$ cat config.mk
export PLATFORM = sky130hd
export DESIGN_NAME = command_frame_checker_top
export DESIGN_NICKNAME = d
export VERILOG_FILES = /design/src/rtl/cfc_pkg.sv /design/src/rtl/cfc_in_stage.sv /design/src/rtl/cfc_parser.sv /design/src/rtl/command_frame_checker_top.sv
export SDC_FILE = /design/constraint.sdc
export NUM_CORES = 1
export LEC_CHECK = 0
export BUFFER_PORTS_ARGS = -buffer_cell sky130_fd_sc_hd__clkbuf_2
export CAP_MARGIN = 0
export CORE_ASPECT_RATIO = 0.9
export CORE_UTILIZATION = 60
export DETAILED_ROUTE_END_ITERATION = 16
export PLACE_DENSITY = 0.83
export SLEW_MARGIN = 25
export SYNTH_ARGS = -nofsm -noshare
export SYNTH_HDL_FRONTEND = slang
export SYNTH_HIERARCHICAL = 1
export SYNTH_SLANG_ARGS = --single-unit
$ cat constraint.sdc
create_clock -name clock -period 9.5 [get_ports clock]
set_clock_uncertainty 0.15 [all_clocks]
set_input_delay 0.475 -clock clock [delete_from_list [all_inputs] [get_ports clock]]
set_output_delay 0.475 -clock clock [all_outputs]
set_load 0.01 [all_outputs]
$ cat src/rtl/cfc_pkg.sv
package cfc_pkg;

   localparam int HDR_FIXED = 12;
   localparam int MAGIC_LEN = 4;

   // Byte offsets of the fixed header fields.
   localparam int OFS_VERSION   = 4;
   localparam int OFS_TYPE      = 5;
   localparam int OFS_BUCKET_HI = 6;
   localparam int OFS_BUCKET_LO = 7;
   localparam int OFS_KEY_HI    = 8;
   localparam int OFS_KEY_LO    = 9;
   localparam int OFS_MANIF_HI  = 10;
   localparam int OFS_MANIF_LO  = 11;

   localparam logic [7:0] MAGIC_WORD [MAGIC_LEN] = '{8'h4D, 8'h33, 8'h4E, 8'h53};

   localparam int CSR_INDEX_W = 2;
   localparam logic [CSR_INDEX_W-1:0] CSR_FORMAT_VERSION = 2'd0;
   localparam logic [CSR_INDEX_W-1:0] CSR_PUT_CODE       = 2'd1;
   localparam logic [CSR_INDEX_W-1:0] CSR_TOMBSTONE_CODE = 2'd2;

   typedef struct packed {
      logic [7:0] frame_byte;
      logic       frame_end;
   } req_type;

   typedef struct packed {
      logic        frame_valid;
      logic        is_tombstone;
      logic [15:0] bucket_length;
      logic [15:0] key_length;
      logic [15:0] manifest_length;
   } rsp_type;

   typedef struct packed {
      logic [7:0] format_version;
      logic [7:0] put_code;
      logic [7:0] tombstone_code;
   } cfg_type;

endpackage

$ cat src/rtl/cfc_in_stage.sv
module cfc_in_stage (
   input  logic             clock,
   input  logic             reset,
   input  logic             req_valid,
   output logic             req_ready,
   input  cfc_pkg::req_type req_data,
   output logic             out_valid,
   input  logic             out_ready,
   output cfc_pkg::req_type out_data
);

   logic             valid_ff;
   logic             valid_in;
   cfc_pkg::req_type data_ff;

   assign req_ready = !valid_ff || out_ready;
   assign out_valid = valid_ff;
   assign out_data  = data_ff;

   always_comb begin
      if (req_valid && req_ready) begin
         valid_in = 1'b1;
      end else if (out_ready) begin
         valid_in = 1'b0;
      end else begin
         valid_in = valid_ff;
      end
   end

   always_ff @(posedge clock) begin
      if (reset) begin
         valid_ff <= 1'b0;
      end else begin
         valid_ff <= valid_in;
      end
   end

   always_ff @(posedge clock) begin
      if (req_valid && req_ready) begin
         data_ff <= req_data;
      end
   end

endmodule

$ cat src/rtl/cfc_parser.sv
module cfc_parser #(
   parameter int TENANT_BYTES    = 16,
   parameter int MAX_FRAME_BYTES = 4096
) (
   input  logic             clock,
   input  logic             reset,
   input  cfc_pkg::cfg_type cfg,
   input  logic             in_valid,
   output logic             in_ready,
   input  cfc_pkg::req_type in_data,
   output logic             rsp_valid,
   input  logic             rsp_ready,
   output cfc_pkg::rsp_type rsp_data
);

   localparam int HDR_TOTAL = cfc_pkg::HDR_FIXED + TENANT_BYTES;
   localparam int POS_CAP   = MAX_FRAME_BYTES + 1;
   localparam int POS_W     = $clog2(POS_CAP + 1);
   localparam int SUM_W     = $clog2(HDR_TOTAL + 3 * 65535 + 1);

   logic [POS_W-1:0] pos_ff, pos_in, pos_upd;
   logic             hdr_bad_ff, hdr_bad_in, hdr_bad_upd;
   logic [7:0]       type_ff, type_in, type_upd;
   logic [15:0]      bucket_ff, bucket_in, bucket_upd;
   logic [15:0]      key_ff, key_in, key_upd;
   logic [15:0]      manif_ff, manif_in, manif_upd;

   logic             rsp_valid_ff, rsp_valid_in;
   cfc_pkg::rsp_type rsp_data_ff, rsp_data_in;

   logic             take;
   logic             last;
   logic [7:0]       b;
   logic [SUM_W-1:0] size;
   logic [SUM_W-1:0] expect_len;
   logic             is_put, is_tomb, ok;

   assign b    = in_data.frame_byte;
   assign last = in_data.frame_end;
   // A non-final byte produces no result, so it never waits on the output side.
   assign take     = in_valid && (!last || !rsp_valid_ff || rsp_ready);
   assign in_ready = take;

   assign rsp_valid = rsp_valid_ff;
   assign rsp_data  = rsp_data_ff;

   always_comb begin
      hdr_bad_upd = hdr_bad_ff;
      type_upd    = type_ff;
      bucket_upd  = bucket_ff;
      key_upd     = key_ff;
      manif_upd   = manif_ff;

      if (pos_ff < POS_W'(cfc_pkg::MAGIC_LEN)) begin
         if (b != cfc_pkg::MAGIC_WORD[pos_ff[1:0]]) begin
            hdr_bad_upd = 1'b1;
         end
      end

      unique case (pos_ff)
         POS_W'(cfc_pkg::OFS_VERSION): begin
            if (b != cfg.format_version) begin
               hdr_bad_upd = 1'b1;
            end
         end
         POS_W'(cfc_pkg::OFS_TYPE):      type_upd         = b;
         POS_W'(cfc_pkg::OFS_BUCKET_HI): bucket_upd[15:8] = b;
         POS_W'(cfc_pkg::OFS_BUCKET_LO): bucket_upd[7:0]  = b;
         POS_W'(cfc_pkg::OFS_KEY_HI):    key_upd[15:8]    = b;
         POS_W'(cfc_pkg::OFS_KEY_LO):    key_upd[7:0]     = b;
         POS_W'(cfc_pkg::OFS_MANIF_HI):  manif_upd[15:8]  = b;
         POS_W'(cfc_pkg::OFS_MANIF_LO):  manif_upd[7:0]   = b;
         default: begin
         end
      endcase

      if (pos_ff != POS_W'(POS_CAP)) begin
         pos_upd = pos_ff + POS_W'(1);
      end else begin
         pos_upd = pos_ff;
      end
   end

   always_comb begin
      size       = SUM_W'(pos_upd);
      expect_len = SUM_W'(HDR_TOTAL) + SUM_W'(bucket_upd) + SUM_W'(key_upd)
                   + SUM_W'(manif_upd);
      is_put     = (type_upd == cfg.put_code);
      is_tomb    = !is_put && (type_upd == cfg.tombstone_code);
      ok = !hdr_bad_upd
           && size >= SUM_W'(HDR_TOTAL)
           && size <= SUM_W'(MAX_FRAME_BYTES)
           && (is_put || is_tomb)
           && !(is_put && manif_upd == 16'd0)
           && !(is_tomb && manif_upd != 16'd0)
           && bucket_upd != 16'd0
           && key_upd != 16'd0
           && expect_len == size;

      rsp_data_in.frame_valid     = ok;
      rsp_data_in.is_tombstone    = ok && is_tomb;
      rsp_data_in.bucket_length   = ok ? bucket_upd : 16'd0;
      rsp_data_in.key_length      = ok ? key_upd : 16'd0;
      rsp_data_in.manifest_length = ok ? manif_upd : 16'd0;

      // The final byte clears the frame state for the next frame.
      if (take && last) begin
         pos_in     = '0;
         hdr_bad_in = 1'b0;
         type_in    = 8'd0;
         bucket_in  = 16'd0;
         key_in     = 16'd0;
         manif_in   = 16'd0;
      end else if (take) begin
         pos_in     = pos_upd;
         hdr_bad_in = hdr_bad_upd;
         type_in    = type_upd;
         bucket_in  = bucket_upd;
         key_in     = key_upd;
         manif_in   = manif_upd;
      end else begin
         pos_in     = pos_ff;
         hdr_bad_in = hdr_bad_ff;
         type_in    = type_ff;
         bucket_in  = bucket_ff;
         key_in     = key_ff;
         manif_in   = manif_ff;
      end

      if (take && last) begin
         rsp_valid_in = 1'b1;
      end else if (rsp_ready) begin
         rsp_valid_in = 1'b0;
      end else begin
         rsp_valid_in = rsp_valid_ff;
      end
   end

   always_ff @(posedge clock) begin
      if (reset) begin
         pos_ff       <= '0;
         hdr_bad_ff   <= 1'b0;
         type_ff      <= 8'd0;
         bucket_ff    <= 16'd0;
         key_ff       <= 16'd0;
         manif_ff     <= 16'd0;
         rsp_valid_ff <= 1'b0;
      end else begin
         pos_ff       <= pos_in;
         hdr_bad_ff   <= hdr_bad_in;
         type_ff      <= type_in;
         bucket_ff    <= bucket_in;
         key_ff       <= key_in;
         manif_ff     <= manif_in;
         rsp_valid_ff <= rsp_valid_in;
      end
   end

   always_ff @(posedge clock) begin
      if (take && last) begin
         rsp_data_ff <= rsp_data_in;
      end
   end

`ifndef ASSERT_OFF
   a_last_gives_result: assert property (@(posedge clock) disable iff (reset)
      take && last |=> rsp_valid_ff)
      else $error("final byte did not produce a result");

   a_last_clears_pos: assert property (@(posedge clock) disable iff (reset)
      take && last |=> pos_ff == '0)
      else $error("byte count not cleared after final byte");

   a_pos_saturates: assert property (@(posedge clock) disable iff (reset)
      pos_ff <= POS_W'(POS_CAP))
      else $error("byte count beyond saturation value");

   a_invalid_zero: assert property (@(posedge clock) disable iff (reset)
      rsp_valid_ff && !rsp_data_ff.frame_valid |->
         !rsp_data_ff.is_tombstone && rsp_data_ff.bucket_length == 16'd0
         && rsp_data_ff.key_length == 16'd0 && rsp_data_ff.manifest_length == 16'd0)
      else $error("rejected frame carries nonzero fields");

   a_valid_lengths: assert property (@(posedge clock) disable iff (reset)
      rsp_valid_ff && rsp_data_ff.frame_valid |->
         rsp_data_ff.bucket_length != 16'd0 && rsp_data_ff.key_length != 16'd0)
      else $error("accepted frame with zero bucket or key length");
`endif

endmodule

$ cat src/rtl/command_frame_checker_top.sv
// Command frame checker. Bytes of a frame arrive one per transaction on the
// req_ channel, with frame_end high on the final byte; one result transaction
// appears on the rsp_ channel for each frame, and none for other bytes. A new
// byte is taken every cycle at full rate, since the frame state update and all
// header checks sit in one pass between the input register and the result
// register; the result register is loaded as the final byte leaves the input
// register. Only a final byte that finds the result register still full waits,
// and the bytes behind it wait with it. The three csr_ registers (format
// version, put code, tombstone code) are always ready and should be written
// only while no frame is in progress.
module command_frame_checker_top #(
   parameter int TENANT_BYTES    = 16,
   parameter int MAX_FRAME_BYTES = 4096
) (
   input  logic                              clock,
   input  logic                              reset,
   input  logic                              req_valid,
   output logic                              req_ready,
   input  cfc_pkg::req_type                  req_data,
   output logic                              rsp_valid,
   input  logic                              rsp_ready,
   output cfc_pkg::rsp_type                  rsp_data,
   input  logic                              csr_valid,
   output logic                              csr_ready,
   input  logic [cfc_pkg::CSR_INDEX_W-1:0]   csr_index,
   input  logic [7:0]                        csr_data
);

   cfc_pkg::cfg_type cfg_ff, cfg_in;
   logic             stg_valid;
   logic             stg_ready;
   cfc_pkg::req_type stg_data;

   assign csr_ready = 1'b1;

   always_comb begin
      cfg_in = cfg_ff;
      if (csr_valid && csr_ready) begin
         unique case (csr_index)
            cfc_pkg::CSR_FORMAT_VERSION: cfg_in.format_version = csr_data;
            cfc_pkg::CSR_PUT_CODE:       cfg_in.put_code       = csr_data;
            cfc_pkg::CSR_TOMBSTONE_CODE: cfg_in.tombstone_code = csr_data;
            default: begin
            end
         endcase
      end
   end

   always_ff @(posedge clock) begin
      if (reset) begin
         cfg_ff.format_version <= 8'd1;
         cfg_ff.put_code       <= 8'd1;
         cfg_ff.tombstone_code <= 8'd2;
      end else begin
         cfg_ff <= cfg_in;
      end
   end

   cfc_in_stage u_in_stage (
      .clock     (clock),
      .reset     (reset),
      .req_valid (req_valid),
      .req_ready (req_ready),
      .req_data  (req_data),
      .out_valid (stg_valid),
      .out_ready (stg_ready),
      .out_data  (stg_data)
   );

   cfc_parser #(
      .TENANT_BYTES    (TENANT_BYTES),
      .MAX_FRAME_BYTES (MAX_FRAME_BYTES)
   ) u_parser (
      .clock     (clock),
      .reset     (reset),
      .cfg       (cfg_ff),
      .in_valid  (stg_valid),
      .in_ready  (stg_ready),
      .in_data   (stg_data),
      .rsp_valid (rsp_valid),
      .rsp_ready (rsp_ready),
      .rsp_data  (rsp_data)
   );

endmodule
==> qor.csv <==
stage;metric;value;unit
run_status;status;completed;
setup_path;CP max stage delay;1.02;ns
synthesis;Net Count, Synth;1016;
floorplan;Site Rows;42;
synthesis;Seq/Total Area, Yosys;0.409;
clock_tree;H-tree depth;4;
clock_tree;CTS tree;built;
pwr;IR drop worst, VDD;0.132;mV
floorplan;core area;14700;sq um
floorplan;I/O pin total;77;
cells_and_area;Final #Nets;1052;
pwr;P_leak;4.15;nW
clock_tree;CTS Buf Count;17;
clock_tree;Post CTS Setup Buffer Count;0;
cells_and_area;layout overhead on the synthesized area;10.9;%
floorplan;Starting Density;0.614;
setup_path;Worst Reg-to-Reg Cells;19;
run;number of max-cap violations;0;
setup_path;critical-path maximum fanout;36;
pwr;Clock power frac;0.388;
synthesis;Yosys reg bits;155;
synthesis;Post-Syn Area per Cell;9.63;sq um
synthesis;top cell type's share of synthesized area;0.213;
sta;Slew HR;0.380;
global_routing;GR Util All Layers;0.295;
clock_tree;CTS max path bufs;2;
worst_hold_path;Hold EP;u_in_stage/out_data[7];
synthesis;Mapped Area;9040;sq um
synthesis;YS warnings;6;
clock_tree;clk root buf;clkbuf_16;
setup_path;CP startpoint;u_parser/pos_ff[3];
synthesis;Post-synth EDFFs;59;
sta;Slew Viols, Final;0;
sta;Achievable Freq;138;MHz
pwr;Psw;0.000519;W
synthesis;Mapped Cells;938;
setup_path;FF-to-FF End;u_parser/rsp_data[23];
routing;wire per inst;18.8;microns
pwr;overall power;0.00173;W
global_routing;gr ovfl total;0;
global_routing;largest net degree at the start of global routing;113;
routing;drt pass-1 iters;5;
global_routing;first-pass GRT wire length;35600;microns
routing;antenna viol nets, final;0;
worst_hold_path;hold depth;1;
routing;Vias per Instance;6.00;
synthesis;count leader, synth;nor2_1;
synthesis;synth unique cells;66;
global_routing;initial antenna violation count;0;
setup_path;crit start category;flip-flop;
synthesis;top post-synthesis cells by area;dfxtp_1 (21%), edfxtp_1 (20%), mux2i_1 (8.2%), nor2_1 (5.6%), ha_1 (5.1%);
synthesis;ys flop type;dfxtp_1;
routing;Vias;7112;
synthesis;asr flop ratio synth;0;
sta;Final Hold Viols;0;
sta;fin crit share;0.765;
routing;DRC viols;0;
sta;RSZ-0062 raised after global routing;no;
floorplan;Die H;118;microns
cells_and_area;layout cells sized above 1;0.148;
clock_tree;CTS Hold Bufs;0;
setup_path;critical path endpoint category;flip-flop;
pwr;internal power;0.00122;W
clock_tree;Post-CTS Resized;0;
worst_hold_path;Hold Crit Class;primary input to flip-flop;
setup_path;arrival time at the worst endpoint;7.41;ns
clock_tree;clock-pin transition on the worst setup and hold timing paths;0.07;ns
floorplan;die area;15600;sq um
sta;final setup fails;0;
pwr;combinational power share;0.181;
synthesis;synth cell count leaders;nor2_1 (136), dfxtp_1 (96), mux2i_1 (74), edfxtp_1 (59), inv_1 (59);
setup_path;R2R setup slack;2.23;ns
global_routing;vias in the first global route;6637;
place;detailed placement HPWL;15300;microns
setup_path;CP required;9.64;ns
place;Port Buffers;75;
setup_path;RR Startpoint;u_parser/pos_ff[3];
pwr;switching share of power;0.299;
clock_tree;clock tree sinks;155;
routing;initial drt markers;809;
floorplan;Die W;131;microns
worst_hold_path;hold_sp;req_data[7];
sta;minimum clock period;7.27;ns
clock_tree;clock latency on the worst-skew pair;0.44;ns
setup_path;crit-path cells;nor3b_1 > nand4_1 > mux2i_1 > ha_1 > fa_1 > inv_1 > ha_1 > inv_1 > fa_1 > xor2_1 > xnor2_1 > xor2_1 > nand3_1 > or4_1 > a2111oi_2 > nand4_1 > or4_2 > buf_4 > nor2_1;
routing;final WL;22200;microns
setup_path;CP Class;flip-flop to flip-flop;
pwr;Seq pwr share;0.431;
sta;Setup TNS Final;0;ns
synthesis;Yosys top cell by area;dfxtp_1;
place;final RePlAce weighted congestion;0.951;
sta;worst-margin pin slew;0.927;ns
setup_path;slowest CP cell;or4_2;
cells_and_area;ant diodes;0;
pwr;cell area power density;173;nW/um^2
## worst max-delay path: cells and delay by family, from the launching register on
| kind | cells | cell delay [ns] |
|---|---|---|
| xor+xnor | 3 | 0.52 |
| mux | 1 | 0.59 |
| simple gates | 7 | 3.10 |
| fa+ha+maj | 4 | 1.35 |
| buf+inv | 3 | 0.50 |
| flops | 1 | 0.66 |
| compound gates | 1 | 0.21 |
## power by group through the flow
stage / Clock [W] / Combinational, W / Sequential, W
floorplan: 0 / 0.000227 / 0.000756
global route: 0.000703 / 0.000344 / 0.000752
detailed placement: 0 / 0.000305 / 0.000762
global placement: 0 / 0.000300 / 0.000761
CTS: 0.000676 / 0.000308 / 0.000748
finish: 0.000673 / 0.000313 / 0.000749
## worst max path at each step
stage | to | slack, ns
floorplan | u_parser/rsp_data[42] | 3.64
global placement | u_parser/rsp_data[36] | 2.64
detailed placement | u_parser/rsp_data[23] | 2.45
CTS | u_parser/rsp_data[23] | 2.29
global route | u_parser/rsp_data[23] | 1.80
finish | u_parser/rsp_data[23] | 2.23
## sequential cells by signal, summed over array words and instances, names as in the netlist
register,count
u_in_stage/out_data,9
u_parser/pos_ff,13
u_parser/rsp_valid,1
cfg_ff,24
u_parser/bucket_ff,16
u_parser/manif_ff,16
u_in_stage/out_valid,1
u_parser/rsp_data,50
u_parser/type_ff,8
u_parser/key_ff,16
u_parser/hdr_bad_ff,1
## kinds of logic after synthesis
group | synth area share
simple gates | 0.184
flops | 0.409
compound gates | 0.106
buf+inv | 0.0602
mux | 0.0835
xor+xnor | 0.0678
fa+ha+maj | 0.0889
other cells | 0.000415
## stage by stage
step	cell area [sq um]	util	hold WS (ns)	cells	setup WS, ns
after floorplan	9040	-	0.287	938	3.64
after global placement	9430	0.641	0.303	1153	2.64
after detailed placement	9430	0.641	0.311	1153	2.45
after CTS	10000	0.680	0.0569	1185	2.29
after global routing	10000	0.681	0.0550	1185	1.80
final	10000	0.681	0.0642	1185	2.23
## per-layer routing
| metal | track usage | part of all wire | vias up | wire, microns |
|---|---|---|---|---|
| li1 | - | - | 3367 | - |
| met1 | 0.403 | 0.43 | 3370 | 9540 |
| met2 | 0.457 | 0.46 | 328 | 10100 |
| met3 | 0.0656 | 0.087 | 47 | 1950 |
| met4 | 0.117 | 0.028 | 0 | 630 |
| met5 | 0 | 0 | - | 0 |
## cell usage in the layout, fill, tap and decap left out, drive strengths merged, types with 4 or more instances in the layout
| master | synthesis | final |
|---|---|---|
| nor2 | 145 | 145 |
| a211oi | 52 | 52 |
| nand4 | 18 | 18 |
| dfxtp | 96 | 96 |
| a31oi | 7 | 7 |
| clkbuf | 46 | 92 |
| xnor2 | 49 | 49 |
| edfxtp | 59 | 59 |
| and4 | 4 | 4 |
| a21oi | 40 | 40 |
| ha | 37 | 37 |
| nor3 | 10 | 10 |
| inv | 60 | 69 |
| or4 | 10 | 10 |
| xor2 | 21 | 21 |
| buf | 22 | 10 |
| nand2b | 31 | 31 |
| and3 | 4 | 4 |
| mux2i | 75 | 75 |
| nand2 | 34 | 34 |
| fa | 17 | 17 |
| a222oi | 4 | 4 |
| a21o | 5 | 5 |
| o21ai | 8 | 8 |
| clkinv | 0 | 4 |
| nand3 | 22 | 22 |
| nand3b | 4 | 4 |
| nor4 | 18 | 18 |
## area by class of cell
cell class / count / area (sq um)
inverter: 60 / 225
sequential: 155 / 3690
clock inverter: 15 / 153
timing repair buffer: 85 / 454
clock buffer: 17 / 425
multi-input combinational: 655 / 4820
fill: 1130 / 4690
tap: 198 / 248
(Power assumes the default switching activity.)
